--- src/rtl/tssc_pkg.sv ---
package tssc_pkg;

    // Field widths
    localparam int TEMP_W  = 15;
    localparam int VALUE_W = 14;
    localparam int WHOLE_W = 10;
    localparam int W100_W  = 7;
    localparam int DIGIT_W = 4;
    localparam int SEG_W   = 7;
    localparam int EN_W    = 5;
    localparam int POS_W   = 3;

    // Clamp and blanking limits
    localparam logic [VALUE_W-1:0] VALUE_MAX            = 14'd9999;
    localparam logic [VALUE_W-1:0] HUNDREDS_SHOWN_FROM  = 14'd1000;
    localparam logic [VALUE_W-1:0] TENS_SHOWN_FROM      = 14'd100;

    // Divide by ten: (x * 52429) >> 19 is exact for x below 43690
    localparam int RECIP10_W   = 16;
    localparam logic [RECIP10_W-1:0] RECIP10 = 16'd52429;
    localparam int RECIP10_SHIFT = 19;
    localparam int PROD_W        = RECIP10_SHIFT + VALUE_W;

    // Display positions
    localparam logic [POS_W-1:0] POS_HUNDREDS = 3'd0;
    localparam logic [POS_W-1:0] POS_TENS     = 3'd1;
    localparam logic [POS_W-1:0] POS_UNITS    = 3'd2;
    localparam logic [POS_W-1:0] POS_TENTHS   = 3'd3;
    localparam logic [POS_W-1:0] POS_SYMBOL   = 3'd4;

    localparam logic [SEG_W-1:0] SEG_SYMBOL_C = 7'h39;

    // Queue between front and back
    localparam int QUEUE_DEPTH = 2;
    localparam int QPTR_W      = $clog2(QUEUE_DEPTH);
    localparam int QCNT_W      = $clog2(QUEUE_DEPTH + 1);

    typedef struct packed {
        logic [VALUE_W-1:0] value;
        logic [POS_W-1:0]   pos;
        logic               blank;
    } t_task;

    function automatic logic [VALUE_W-1:0] div10(input logic [VALUE_W-1:0] x);
        logic [PROD_W-1:0] prod;
        prod = PROD_W'(x) * PROD_W'(RECIP10);
        return prod[RECIP10_SHIFT +: VALUE_W];
    endfunction

    function automatic logic [DIGIT_W-1:0] rem10(input logic [VALUE_W-1:0] x,
                                                 input logic [VALUE_W-1:0] q);
        logic [VALUE_W-1:0] r;
        r = x - ((q << 3) + (q << 1));
        return r[DIGIT_W-1:0];
    endfunction

    function automatic logic [SEG_W-1:0] seg_decode(input logic [DIGIT_W-1:0] d);
        logic [SEG_W-1:0] s;
        case (d)
            4'd0: s = 7'h3F;
            4'd1: s = 7'h06;
            4'd2: s = 7'h5B;
            4'd3: s = 7'h4F;
            4'd4: s = 7'h66;
            4'd5: s = 7'h6D;
            4'd6: s = 7'h7D;
            4'd7: s = 7'h07;
            4'd8: s = 7'h7F;
            4'd9: s = 7'h6F;
            default: s = '0;
        endcase
        return s;
    endfunction

endpackage

--- src/rtl/tssc_temp_if.sv ---
interface tssc_temp_if;
    logic                                    valid;
    logic                                    ready;
    logic signed [tssc_pkg::TEMP_W-1:0]      temperature_tenths;

    modport source (output valid, output temperature_tenths, input ready);
    modport sink   (input valid, input temperature_tenths, output ready);
endinterface

--- src/rtl/tssc_disp_if.sv ---
interface tssc_disp_if;
    logic                          valid;
    logic                          ready;
    logic [tssc_pkg::SEG_W-1:0]    segments;
    logic [tssc_pkg::EN_W-1:0]     digit_enable;
    logic                          decimal_point;
    logic [tssc_pkg::POS_W-1:0]    position;

    modport source (output valid, output segments, output digit_enable,
                    output decimal_point, output position, input ready);
    modport sink   (input valid, input segments, input digit_enable,
                    input decimal_point, input position, output ready);
endinterface

--- src/rtl/tssc_front.sv ---
module tssc_front (
    input  logic            i_clk,
    input  logic            i_rst_n,
    tssc_temp_if.sink       i_temp,
    input  logic            i_push_ready,
    output logic            o_push_valid,
    output tssc_pkg::t_task o_push_task
);

    logic [tssc_pkg::POS_W-1:0]   r_scan_pos;
    logic [tssc_pkg::POS_W-1:0]   n_scan_pos;
    logic [tssc_pkg::VALUE_W-1:0] value;
    logic                         accept;

    assign i_temp.ready = i_push_ready;
    assign accept       = i_temp.valid && i_push_ready;
    assign o_push_valid = i_temp.valid;

    // Clamp negative to zero and large values to the display limit
    always_comb begin
        if (i_temp.temperature_tenths[tssc_pkg::TEMP_W-1]) begin
            value = '0;
        end else if (i_temp.temperature_tenths[tssc_pkg::VALUE_W-1:0] > tssc_pkg::VALUE_MAX) begin
            value = tssc_pkg::VALUE_MAX;
        end else begin
            value = i_temp.temperature_tenths[tssc_pkg::VALUE_W-1:0];
        end
    end

    always_comb begin
        case (r_scan_pos)
            tssc_pkg::POS_HUNDREDS: n_scan_pos = tssc_pkg::POS_TENS;
            tssc_pkg::POS_TENS:     n_scan_pos = tssc_pkg::POS_UNITS;
            tssc_pkg::POS_UNITS:    n_scan_pos = tssc_pkg::POS_TENTHS;
            tssc_pkg::POS_TENTHS:   n_scan_pos = tssc_pkg::POS_SYMBOL;
            default:                n_scan_pos = tssc_pkg::POS_HUNDREDS;
        endcase
    end

    // Tag the word with its position and decide leading-zero blanking here
    always_comb begin
        o_push_task.value = value;
        o_push_task.pos   = (r_scan_pos > tssc_pkg::POS_SYMBOL) ? tssc_pkg::POS_HUNDREDS
                                                                 : r_scan_pos;
        o_push_task.blank =
            ((o_push_task.pos == tssc_pkg::POS_HUNDREDS) && (value < tssc_pkg::HUNDREDS_SHOWN_FROM)) ||
            ((o_push_task.pos == tssc_pkg::POS_TENS) && (value < tssc_pkg::TENS_SHOWN_FROM));
    end

    always_ff @(posedge i_clk) begin
        if (!i_rst_n) begin
            r_scan_pos <= tssc_pkg::POS_HUNDREDS;
        end else if (accept) begin
            r_scan_pos <= n_scan_pos;
        end
    end

endmodule

--- src/rtl/tssc_queue.sv ---
module tssc_queue (
    input  logic            i_clk,
    input  logic            i_rst_n,
    input  logic            i_push_valid,
    input  tssc_pkg::t_task i_push_task,
    output logic            o_push_ready,
    output logic            o_pop_valid,
    output tssc_pkg::t_task o_pop_task,
    input  logic            i_pop_ready
);

    tssc_pkg::t_task             r_mem [tssc_pkg::QUEUE_DEPTH];
    logic [tssc_pkg::QPTR_W-1:0] r_wr_ptr;
    logic [tssc_pkg::QPTR_W-1:0] r_rd_ptr;
    logic [tssc_pkg::QCNT_W-1:0] r_count;
    logic                        push;
    logic                        pop;

    assign o_push_ready = (r_count != tssc_pkg::QCNT_W'(tssc_pkg::QUEUE_DEPTH));
    assign o_pop_valid  = (r_count != '0);
    assign o_pop_task   = r_mem[r_rd_ptr];
    assign push         = i_push_valid && o_push_ready;
    assign pop          = o_pop_valid && i_pop_ready;

    function automatic logic [tssc_pkg::QPTR_W-1:0] ptr_inc(
        input logic [tssc_pkg::QPTR_W-1:0] p);
        if (p == tssc_pkg::QPTR_W'(tssc_pkg::QUEUE_DEPTH - 1)) begin
            return '0;
        end
        return p + 1'b1;
    endfunction

    always_ff @(posedge i_clk) begin
        if (push) begin
            r_mem[r_wr_ptr] <= i_push_task;
        end
    end

    always_ff @(posedge i_clk) begin
        if (!i_rst_n) begin
            r_wr_ptr <= '0;
            r_rd_ptr <= '0;
            r_count  <= '0;
        end else begin
            if (push) begin
                r_wr_ptr <= ptr_inc(r_wr_ptr);
            end
            if (pop) begin
                r_rd_ptr <= ptr_inc(r_rd_ptr);
            end
            case ({push, pop})
                2'b10:   r_count <= r_count + 1'b1;
                2'b01:   r_count <= r_count - 1'b1;
                default: r_count <= r_count;
            endcase
        end
    end

endmodule

--- src/rtl/tssc_back.sv ---
module tssc_back (
    input  logic            i_clk,
    input  logic            i_rst_n,
    input  logic            i_pop_valid,
    input  tssc_pkg::t_task i_pop_task,
    output logic            o_pop_ready,
    tssc_disp_if.source     o_disp
);

    // Stage 1: clamped value
    logic                         r_s1_valid;
    tssc_pkg::t_task              r_s1_task;
    logic [tssc_pkg::VALUE_W-1:0] s1_q;
    logic [tssc_pkg::DIGIT_W-1:0] s1_tenths;

    // Stage 2: whole degrees
    logic                         r_s2_valid;
    logic [tssc_pkg::WHOLE_W-1:0] r_s2_whole;
    logic [tssc_pkg::DIGIT_W-1:0] r_s2_tenths;
    logic [tssc_pkg::POS_W-1:0]   r_s2_pos;
    logic                         r_s2_blank;
    logic [tssc_pkg::VALUE_W-1:0] s2_q;
    logic [tssc_pkg::DIGIT_W-1:0] s2_units;

    // Stage 3: whole / 10
    logic                         r_s3_valid;
    logic [tssc_pkg::W100_W-1:0]  r_s3_w100;
    logic [tssc_pkg::DIGIT_W-1:0] r_s3_units;
    logic [tssc_pkg::DIGIT_W-1:0] r_s3_tenths;
    logic [tssc_pkg::POS_W-1:0]   r_s3_pos;
    logic                         r_s3_blank;
    logic [tssc_pkg::VALUE_W-1:0] s3_q;
    logic [tssc_pkg::DIGIT_W-1:0] s3_tens;
    logic [tssc_pkg::DIGIT_W-1:0] s3_digit;
    logic [tssc_pkg::SEG_W-1:0]   s3_seg;

    // Output register
    logic                         r_out_valid;
    logic [tssc_pkg::SEG_W-1:0]   r_seg;
    logic [tssc_pkg::EN_W-1:0]    r_en;
    logic                         r_dp;
    logic [tssc_pkg::POS_W-1:0]   r_pos;

    logic free_out;
    logic free3;
    logic free2;
    logic free1;

    // A stage takes new data when it is empty or its contents move on
    assign free_out    = !r_out_valid || o_disp.ready;
    assign free3       = !r_s3_valid || free_out;
    assign free2       = !r_s2_valid || free3;
    assign free1       = !r_s1_valid || free2;
    assign o_pop_ready = free1;

    assign s1_q      = tssc_pkg::div10(r_s1_task.value);
    assign s1_tenths = tssc_pkg::rem10(r_s1_task.value, s1_q);

    assign s2_q     = tssc_pkg::div10(tssc_pkg::VALUE_W'(r_s2_whole));
    assign s2_units = tssc_pkg::rem10(tssc_pkg::VALUE_W'(r_s2_whole), s2_q);

    assign s3_q    = tssc_pkg::div10(tssc_pkg::VALUE_W'(r_s3_w100));
    assign s3_tens = tssc_pkg::rem10(tssc_pkg::VALUE_W'(r_s3_w100), s3_q);

    always_comb begin
        case (r_s3_pos)
            tssc_pkg::POS_HUNDREDS: s3_digit = s3_q[tssc_pkg::DIGIT_W-1:0];
            tssc_pkg::POS_TENS:     s3_digit = s3_tens;
            tssc_pkg::POS_UNITS:    s3_digit = r_s3_units;
            tssc_pkg::POS_TENTHS:   s3_digit = r_s3_tenths;
            default:                s3_digit = '0;
        endcase
        s3_seg = (r_s3_pos == tssc_pkg::POS_SYMBOL) ? tssc_pkg::SEG_SYMBOL_C
                                                     : tssc_pkg::seg_decode(s3_digit);
    end

    always_ff @(posedge i_clk) begin
        if (free1) begin
            r_s1_task <= i_pop_task;
        end
        if (free2) begin
            r_s2_whole  <= s1_q[tssc_pkg::WHOLE_W-1:0];
            r_s2_tenths <= s1_tenths;
            r_s2_pos    <= r_s1_task.pos;
            r_s2_blank  <= r_s1_task.blank;
        end
        if (free3) begin
            r_s3_w100   <= s2_q[tssc_pkg::W100_W-1:0];
            r_s3_units  <= s2_units;
            r_s3_tenths <= r_s2_tenths;
            r_s3_pos    <= r_s2_pos;
            r_s3_blank  <= r_s2_blank;
        end
        if (free_out) begin
            r_seg <= s3_seg;
            r_en  <= r_s3_blank ? '0 : (tssc_pkg::EN_W'(1) << r_s3_pos);
            r_dp  <= (r_s3_pos == tssc_pkg::POS_UNITS);
            r_pos <= r_s3_pos;
        end
    end

    always_ff @(posedge i_clk) begin
        if (!i_rst_n) begin
            r_s1_valid  <= 1'b0;
            r_s2_valid  <= 1'b0;
            r_s3_valid  <= 1'b0;
            r_out_valid <= 1'b0;
        end else begin
            if (free1) begin
                r_s1_valid <= i_pop_valid;
            end
            if (free2) begin
                r_s2_valid <= r_s1_valid;
            end
            if (free3) begin
                r_s3_valid <= r_s2_valid;
            end
            if (free_out) begin
                r_out_valid <= r_s3_valid;
            end
        end
    end

    assign o_disp.valid         = r_out_valid;
    assign o_disp.segments      = r_seg;
    assign o_disp.digit_enable  = r_en;
    assign o_disp.decimal_point = r_dp;
    assign o_disp.position      = r_pos;

endmodule

--- src/rtl/temperature_seven_segment_scanner.sv ---
// A word accepted from i_temp passes through the queue, three divide-by-ten stages and
// the output register; throughput is one word per cycle while the display accepts words.
// The rate is set by the chain of pipeline registers, each stalling only on its successor.
// Reset (i_rst_n low at a rising edge) empties the queue and pipeline and sets the
// scan position back to the hundreds digit.
module temperature_seven_segment_scanner (
    input  logic        i_clk,
    input  logic        i_rst_n,
    tssc_temp_if.sink   i_temp,
    tssc_disp_if.source o_disp
);

    // Front to queue
    logic            push_valid;
    logic            push_ready;
    tssc_pkg::t_task push_task;

    // Queue to back
    logic            pop_valid;
    logic            pop_ready;
    tssc_pkg::t_task pop_task;

    // Front: clamp the reading, tag it with the scan position, and decide
    // whether a leading zero is blanked. The scan counter advances per word.
    tssc_front u_front (
        .i_clk        (i_clk),
        .i_rst_n      (i_rst_n),
        .i_temp       (i_temp),
        .i_push_ready (push_ready),
        .o_push_valid (push_valid),
        .o_push_task  (push_task)
    );

    // Two-entry queue: lets the front keep taking words while the display side
    // stalls, until the queue fills.
    tssc_queue u_queue (
        .i_clk        (i_clk),
        .i_rst_n      (i_rst_n),
        .i_push_valid (push_valid),
        .i_push_task  (push_task),
        .o_push_ready (push_ready),
        .o_pop_valid  (pop_valid),
        .o_pop_task   (pop_task),
        .i_pop_ready  (pop_ready)
    );

    // Back: split the value into digits with one reciprocal multiply per
    // stage, pick the digit for the position, decode it and register the result.
    tssc_back u_back (
        .i_clk       (i_clk),
        .i_rst_n     (i_rst_n),
        .i_pop_valid (pop_valid),
        .i_pop_task  (pop_task),
        .o_pop_ready (pop_ready),
        .o_disp      (o_disp)
    );

endmodule

--- src/flat_wrapper.sv ---
// flat-port wrapper written by rule: the top's interface ports become plain ports
module temperature_seven_segment_scanner_flat 
  (i_clk, i_rst_n, i_temp_valid, i_temp_temperature_tenths, i_temp_ready, o_disp_valid, o_disp_segments, o_disp_digit_enable, o_disp_decimal_point, o_disp_position, o_disp_ready);
  tssc_temp_if i_temp_i ();
  tssc_disp_if o_disp_i ();
  input  logic i_clk;
  input  logic i_rst_n;
  input wire logic [$bits(i_temp_i.valid)-1:0] i_temp_valid;
  input wire logic [$bits(i_temp_i.temperature_tenths)-1:0] i_temp_temperature_tenths;
  output wire logic [$bits(i_temp_i.ready)-1:0] i_temp_ready;
  output wire logic [$bits(o_disp_i.valid)-1:0] o_disp_valid;
  output wire logic [$bits(o_disp_i.segments)-1:0] o_disp_segments;
  output wire logic [$bits(o_disp_i.digit_enable)-1:0] o_disp_digit_enable;
  output wire logic [$bits(o_disp_i.decimal_point)-1:0] o_disp_decimal_point;
  output wire logic [$bits(o_disp_i.position)-1:0] o_disp_position;
  input wire logic [$bits(o_disp_i.ready)-1:0] o_disp_ready;
  assign i_temp_i.valid = i_temp_valid;
  assign i_temp_i.temperature_tenths = i_temp_temperature_tenths;
  assign i_temp_ready = i_temp_i.ready;
  assign o_disp_valid = o_disp_i.valid;
  assign o_disp_segments = o_disp_i.segments;
  assign o_disp_digit_enable = o_disp_i.digit_enable;
  assign o_disp_decimal_point = o_disp_i.decimal_point;
  assign o_disp_position = o_disp_i.position;
  assign o_disp_i.ready = o_disp_ready;
  temperature_seven_segment_scanner u_core (.i_clk(i_clk), .i_rst_n(i_rst_n), .i_temp(i_temp_i), .o_disp(o_disp_i));
endmodule
--- config.mk ---
export PLATFORM = sky130hd
export DESIGN_NAME = temperature_seven_segment_scanner_flat
export DESIGN_NICKNAME = d
export VERILOG_FILES = /design/src/rtl/tssc_pkg.sv /design/src/rtl/tssc_temp_if.sv /design/src/rtl/tssc_disp_if.sv /design/src/rtl/tssc_front.sv /design/src/rtl/tssc_queue.sv /design/src/rtl/tssc_back.sv /design/src/rtl/temperature_seven_segment_scanner.sv /design/src/flat_wrapper.sv
export SDC_FILE = /design/constraint.sdc
export NUM_CORES = 1
export LEC_CHECK = 0
export ABC_AREA = 1
export BUFFER_PORTS_ARGS = -buffer_cell sky130_fd_sc_hd__buf_4
export CAP_MARGIN = 20
export CORE_ASPECT_RATIO = 1.1
export CORE_MARGIN = 2
export CORE_UTILIZATION = 30
export CTS_BUF_LIST = sky130_fd_sc_hd__clkbuf_2
export CTS_CLUSTER_DIAMETER = 200
export CTS_CLUSTER_SIZE = 10
export DETAILED_ROUTE_END_ITERATION = 8
export HOLD_SLACK_MARGIN = 0.02
export PLACE_DENSITY = 0.43
export SYNTH_ARGS = -nofsm -noshare
export SYNTH_HDL_FRONTEND = slang
export SYNTH_SLANG_ARGS = --single-unit
--- constraint.sdc ---
create_clock -name i_clk -period 6.45 [get_ports i_clk]
set_clock_uncertainty 0.1 [all_clocks]
set_input_delay 0.3225 -clock i_clk [delete_from_list [all_inputs] [get_ports i_clk]]
set_output_delay 0.3225 -clock i_clk [all_outputs]
set_load 0.1 [all_outputs]
==> metrics.md <==
| Metric | Value |
|---|---|
| Worst-case reg-to-reg path depth | `23` |
| Initial antenna violation count | `1` |
| Num CTS Buffers | `17` |
| Distinct cell type count after synthesis | `43` |
| RSZ-0062 raised after global routing | `no` |
| Gpl congestion | `between 0.8 and 0.9` |
| Top Layer Used | `met4` |
| Cell Area, Synth | `~12000 um2` |
| Worst slew pin tran | `0.830 ns` |
| Setup ws final | `approximately 0.47 ns` |
| Met2 WL | `12800 um` |
| Max Cap Viol | `0` |
| Min-delay worst type | `in2reg` |
| Wire length per cell | `roughly 13 um` |
| Synth Instances | `~1300` |
| Setup CP Type | `reg2reg` |
| Ports | `37` |
| Final slew viol count | `0` |
| Final setup viols | `0` |
| Root Driver | `clkbuf_2` |
| Initial Util | `30.4%` |
| Worst EP arrival | `~6.3 ns` |
| Final period util | `between 90 and 100%` |
| Via Count | `roughly 8100` |
| Synth Net Count | `between 1500 and 2000` |
| Final min period | `around 6.0 ns` |
| FF-to-FF End | `u_core.u_back.r_s2_tenths[3]$_DFFE_PP_` |
| Commonest non-fill, non-tap cell in the layout | `inv_1` |
| FF+latch count, synth | `118` |
| I/O Buffers | `36` |
| TritonCTS clock tree | `done` |
| Critical path launch point | `u_core.u_back.r_s1_task[12]$_DFFE_PN_` |
| Reg2Reg Setup Slack | `0.47 ns` |
| Worst rel slew slack | `between 40% and 50%` |
| Top cells by area, synth | `edfxtp_1, ha_1, fa_1, inv_1, nand2_1` |
| FP Rows | `76` |
| Met1 WL | `~11000 um` |
| Worst r2r src | `u_core.u_back.r_s1_task[12]$_DFFE_PN_` |
| TritonRoute pass-1 iters | `4` |
| Final hold vios | `0` |
| Die width | `between 150 and 200 um` |
| Vias in the first global route | `just under 9000` |
| Post-synth top area share | `roughly 27%` |
| Grt total ovfl | `0` |
| Yosys Warn Count | `0` |
| Via density | `4.36` |
| Most frequent cells in the layout | `inv_1, ha_1, nand2_1` |
| Status | `completed` |
| Die Area | `41200 um2` |
| Dpl cell area | `around 13000 um2` |
| Initial drt markers | `between 200 and 300` |
| Critical path startpoint category | `flop` |
| Worst-Skew Late Latency | `roughly 0.70 ns` |
| Fin area | `approximately 13000 um2` |
| Post_cts resized | `0` |
| Crit path to | `u_core.u_back.r_s2_tenths[3]$_DFFE_PP_` |
| TNS Setup | `0 ns` |
| CP Max Fanout | `5` |
| Placement-stage worst setup slack | `0.532 ns` |
| Nets | `~1700` |
| Final wirelength | `between 20000 and 25000 um` |
| Largest net degree at the start of global routing | `22` |
| Max Freq | `167 MHz` |
| Routed Antenna Nets | `0` |
| GRT Resource Usage Total | `between 10% and 20%` |
| Met3 wire length | `377 um` |
| Number of H-tree levels | `4` |
| Layout cells sized above 1 | `6.69%` |
| Core area | `around 40000 um2` |
| DRC | `0` |
| Die Ht | `about 210 um` |
| Synth area leader | `edfxtp_1` |
| Crit path capture type | `flop` |
| Syn Area/Cell | `9.42 um2` |
| Post-DP HPWL | `21200 um` |
| Critical Path RT | `roughly 6.8 ns` |
| Syn-to-layout area delta | `11.0%` |
| Max Root-Sink Buffers | `2` |
| First-pass GRT wire length | `~42000 um` |
| Clock sink total | `between 100 and 150` |
| Register area share after synthesis | `28.9%` |
| Clock-pin slew on the worst setup and hold paths | `between 0.2 and 0.3 ns` |
==> flip-flops by register name, summed over array words and instances (netlist names), 5 cells and up <==
signal / cells
u_core.u_back.r_s2_whole: 10
u_core.u_back.o_disp.digit_enable: 5
u_core.u_queue.r_mem: 36
u_core.u_back.o_disp.segments: 7
u_core.u_back.r_s3_w100: 7
u_core.u_back.r_s1_task: 18
==> cell usage after synthesis (all sizes together) <==
cell and number:
inv 291, ha 230, nand2 217, edfxtp 107
fa 94, nor2 76, a21oi 57, o21ai 35
nand3 34, xor2 16, nand4 15, xnor2 15
dfxtp 11, nor3 11, nor4 8, o211ai 7
a211oi 5, nand3b 5, o21bai 4, a31oi 3
clkbuf 3, a21boi 2, a21o 2, and2 2
or2 2, a221oi 1, a22o 1, a2bb2oi 1
a41oi 1, clkinv 1, o2111ai 1, o221ai 1
o2bb2ai 1, xnor3 1
==> critical path, cell delays in order, from the launching register on <==
cell and delay (ns):
edfxtp_1 0.54, ha_1 0.37, fa_1 0.52, inv_1 0.09, fa_1 0.49, fa_1 0.54
inv_1 0.05, fa_1 0.49, inv_1 0.05, fa_1 0.49, inv_1 0.04, ha_1 0.30
nand2_1 0.08, o21ai_0 0.16, a21oi_1 0.05, o21ai_0 0.33, xor2_1 0.30, ha_1 0.31
nand2_1 0.10, nand3_1 0.08, nand2_1 0.08, nand2_1 0.05, nand2_1 0.05, nand2_1 0.04
==> layer usage <==
| metal | vias up | global-route usage [%] |
|---|---|---|
| met5 | - | 0 |
| met4 | 0 | 2.42 |
| met3 | 13 | 1.58 |
| met2 | 59 | 24.1 |
| met1 | 3770 | 15.6 |
| li1 | 4238 | - |
==> kinds of logic after synthesis <==
logic type / count (synthesis) / share of synthesized area [%]
AO/OA/AOI/OAI: 122 / 5.89
XOR/XNOR: 32 / 2.48
adder cells (fa/ha/maj): 324 / 40.1
buffers and inverters: 295 / 9.33
flip-flops: 118 / 28.9
AND/OR/NAND/NOR: 370 / 13.3
==> timing repair <==
item	in CTS	in global routing
hold buffers	17	0
endpoints found under the hold margin	41	0
setup buffers	0	0
==> area by class of cell <==
class	count	area [um2]
Inverter	292	1100
Multi-Input combinational cell	848	7330
Antenna cell	1	2.50
Timing Repair Buffer	55	455
Tap cell	507	634
Sequential cell	118	3430
Clock inverter	15	145
Fill cell	4048	25900
Clock buffer	17	85.1
==> through the flow <==
stage / std cells / hold slack [ns] / utilization [%]
final: 1853 / 0.316 / 33.7
after global routing: 1853 / 0.247 / 33.7
after CTS: 1852 / 0.220 / 33.7
after detailed placement: 1803 / 0.305 / 32.7
after global placement: 1803 / 0.302 / 32.7
after floorplan: 1261 / 0.300 / -
==> worst min-delay path by stage <==
stage / start / end / slack (ns) / depth (start not counted)
after floorplan: u_core.u_back.r_s1_task[0]$_DFFE_PN_ / u_core.u_back.r_s2_blank$_DFFE_PP_ / 0.30 / 0
after global placement: u_core.u_back.r_s1_task[1]$_DFFE_PN_ / u_core.u_back.r_s2_pos[0]$_DFFE_PP_ / 0.30 / 0
after detailed placement: u_core.u_back.r_s1_task[2]$_DFFE_PN_ / u_core.u_back.r_s2_pos[1]$_DFFE_PP_ / 0.30 / 0
after CTS: i_rst_n / u_core.u_queue.r_count[1]$_SDFFE_PN0P_ / 0.22 / 4
after global routing: i_rst_n / u_core.u_queue.r_count[1]$_SDFFE_PN0P_ / 0.25 / 4
final: o_disp_ready / u_core.u_back.o_disp.valid$_SDFFE_PN0P_ / 0.32 / 4
Power is not shown: default switching activity piles up to over one toggle a cycle in this logic, so the estimate is an artifact.
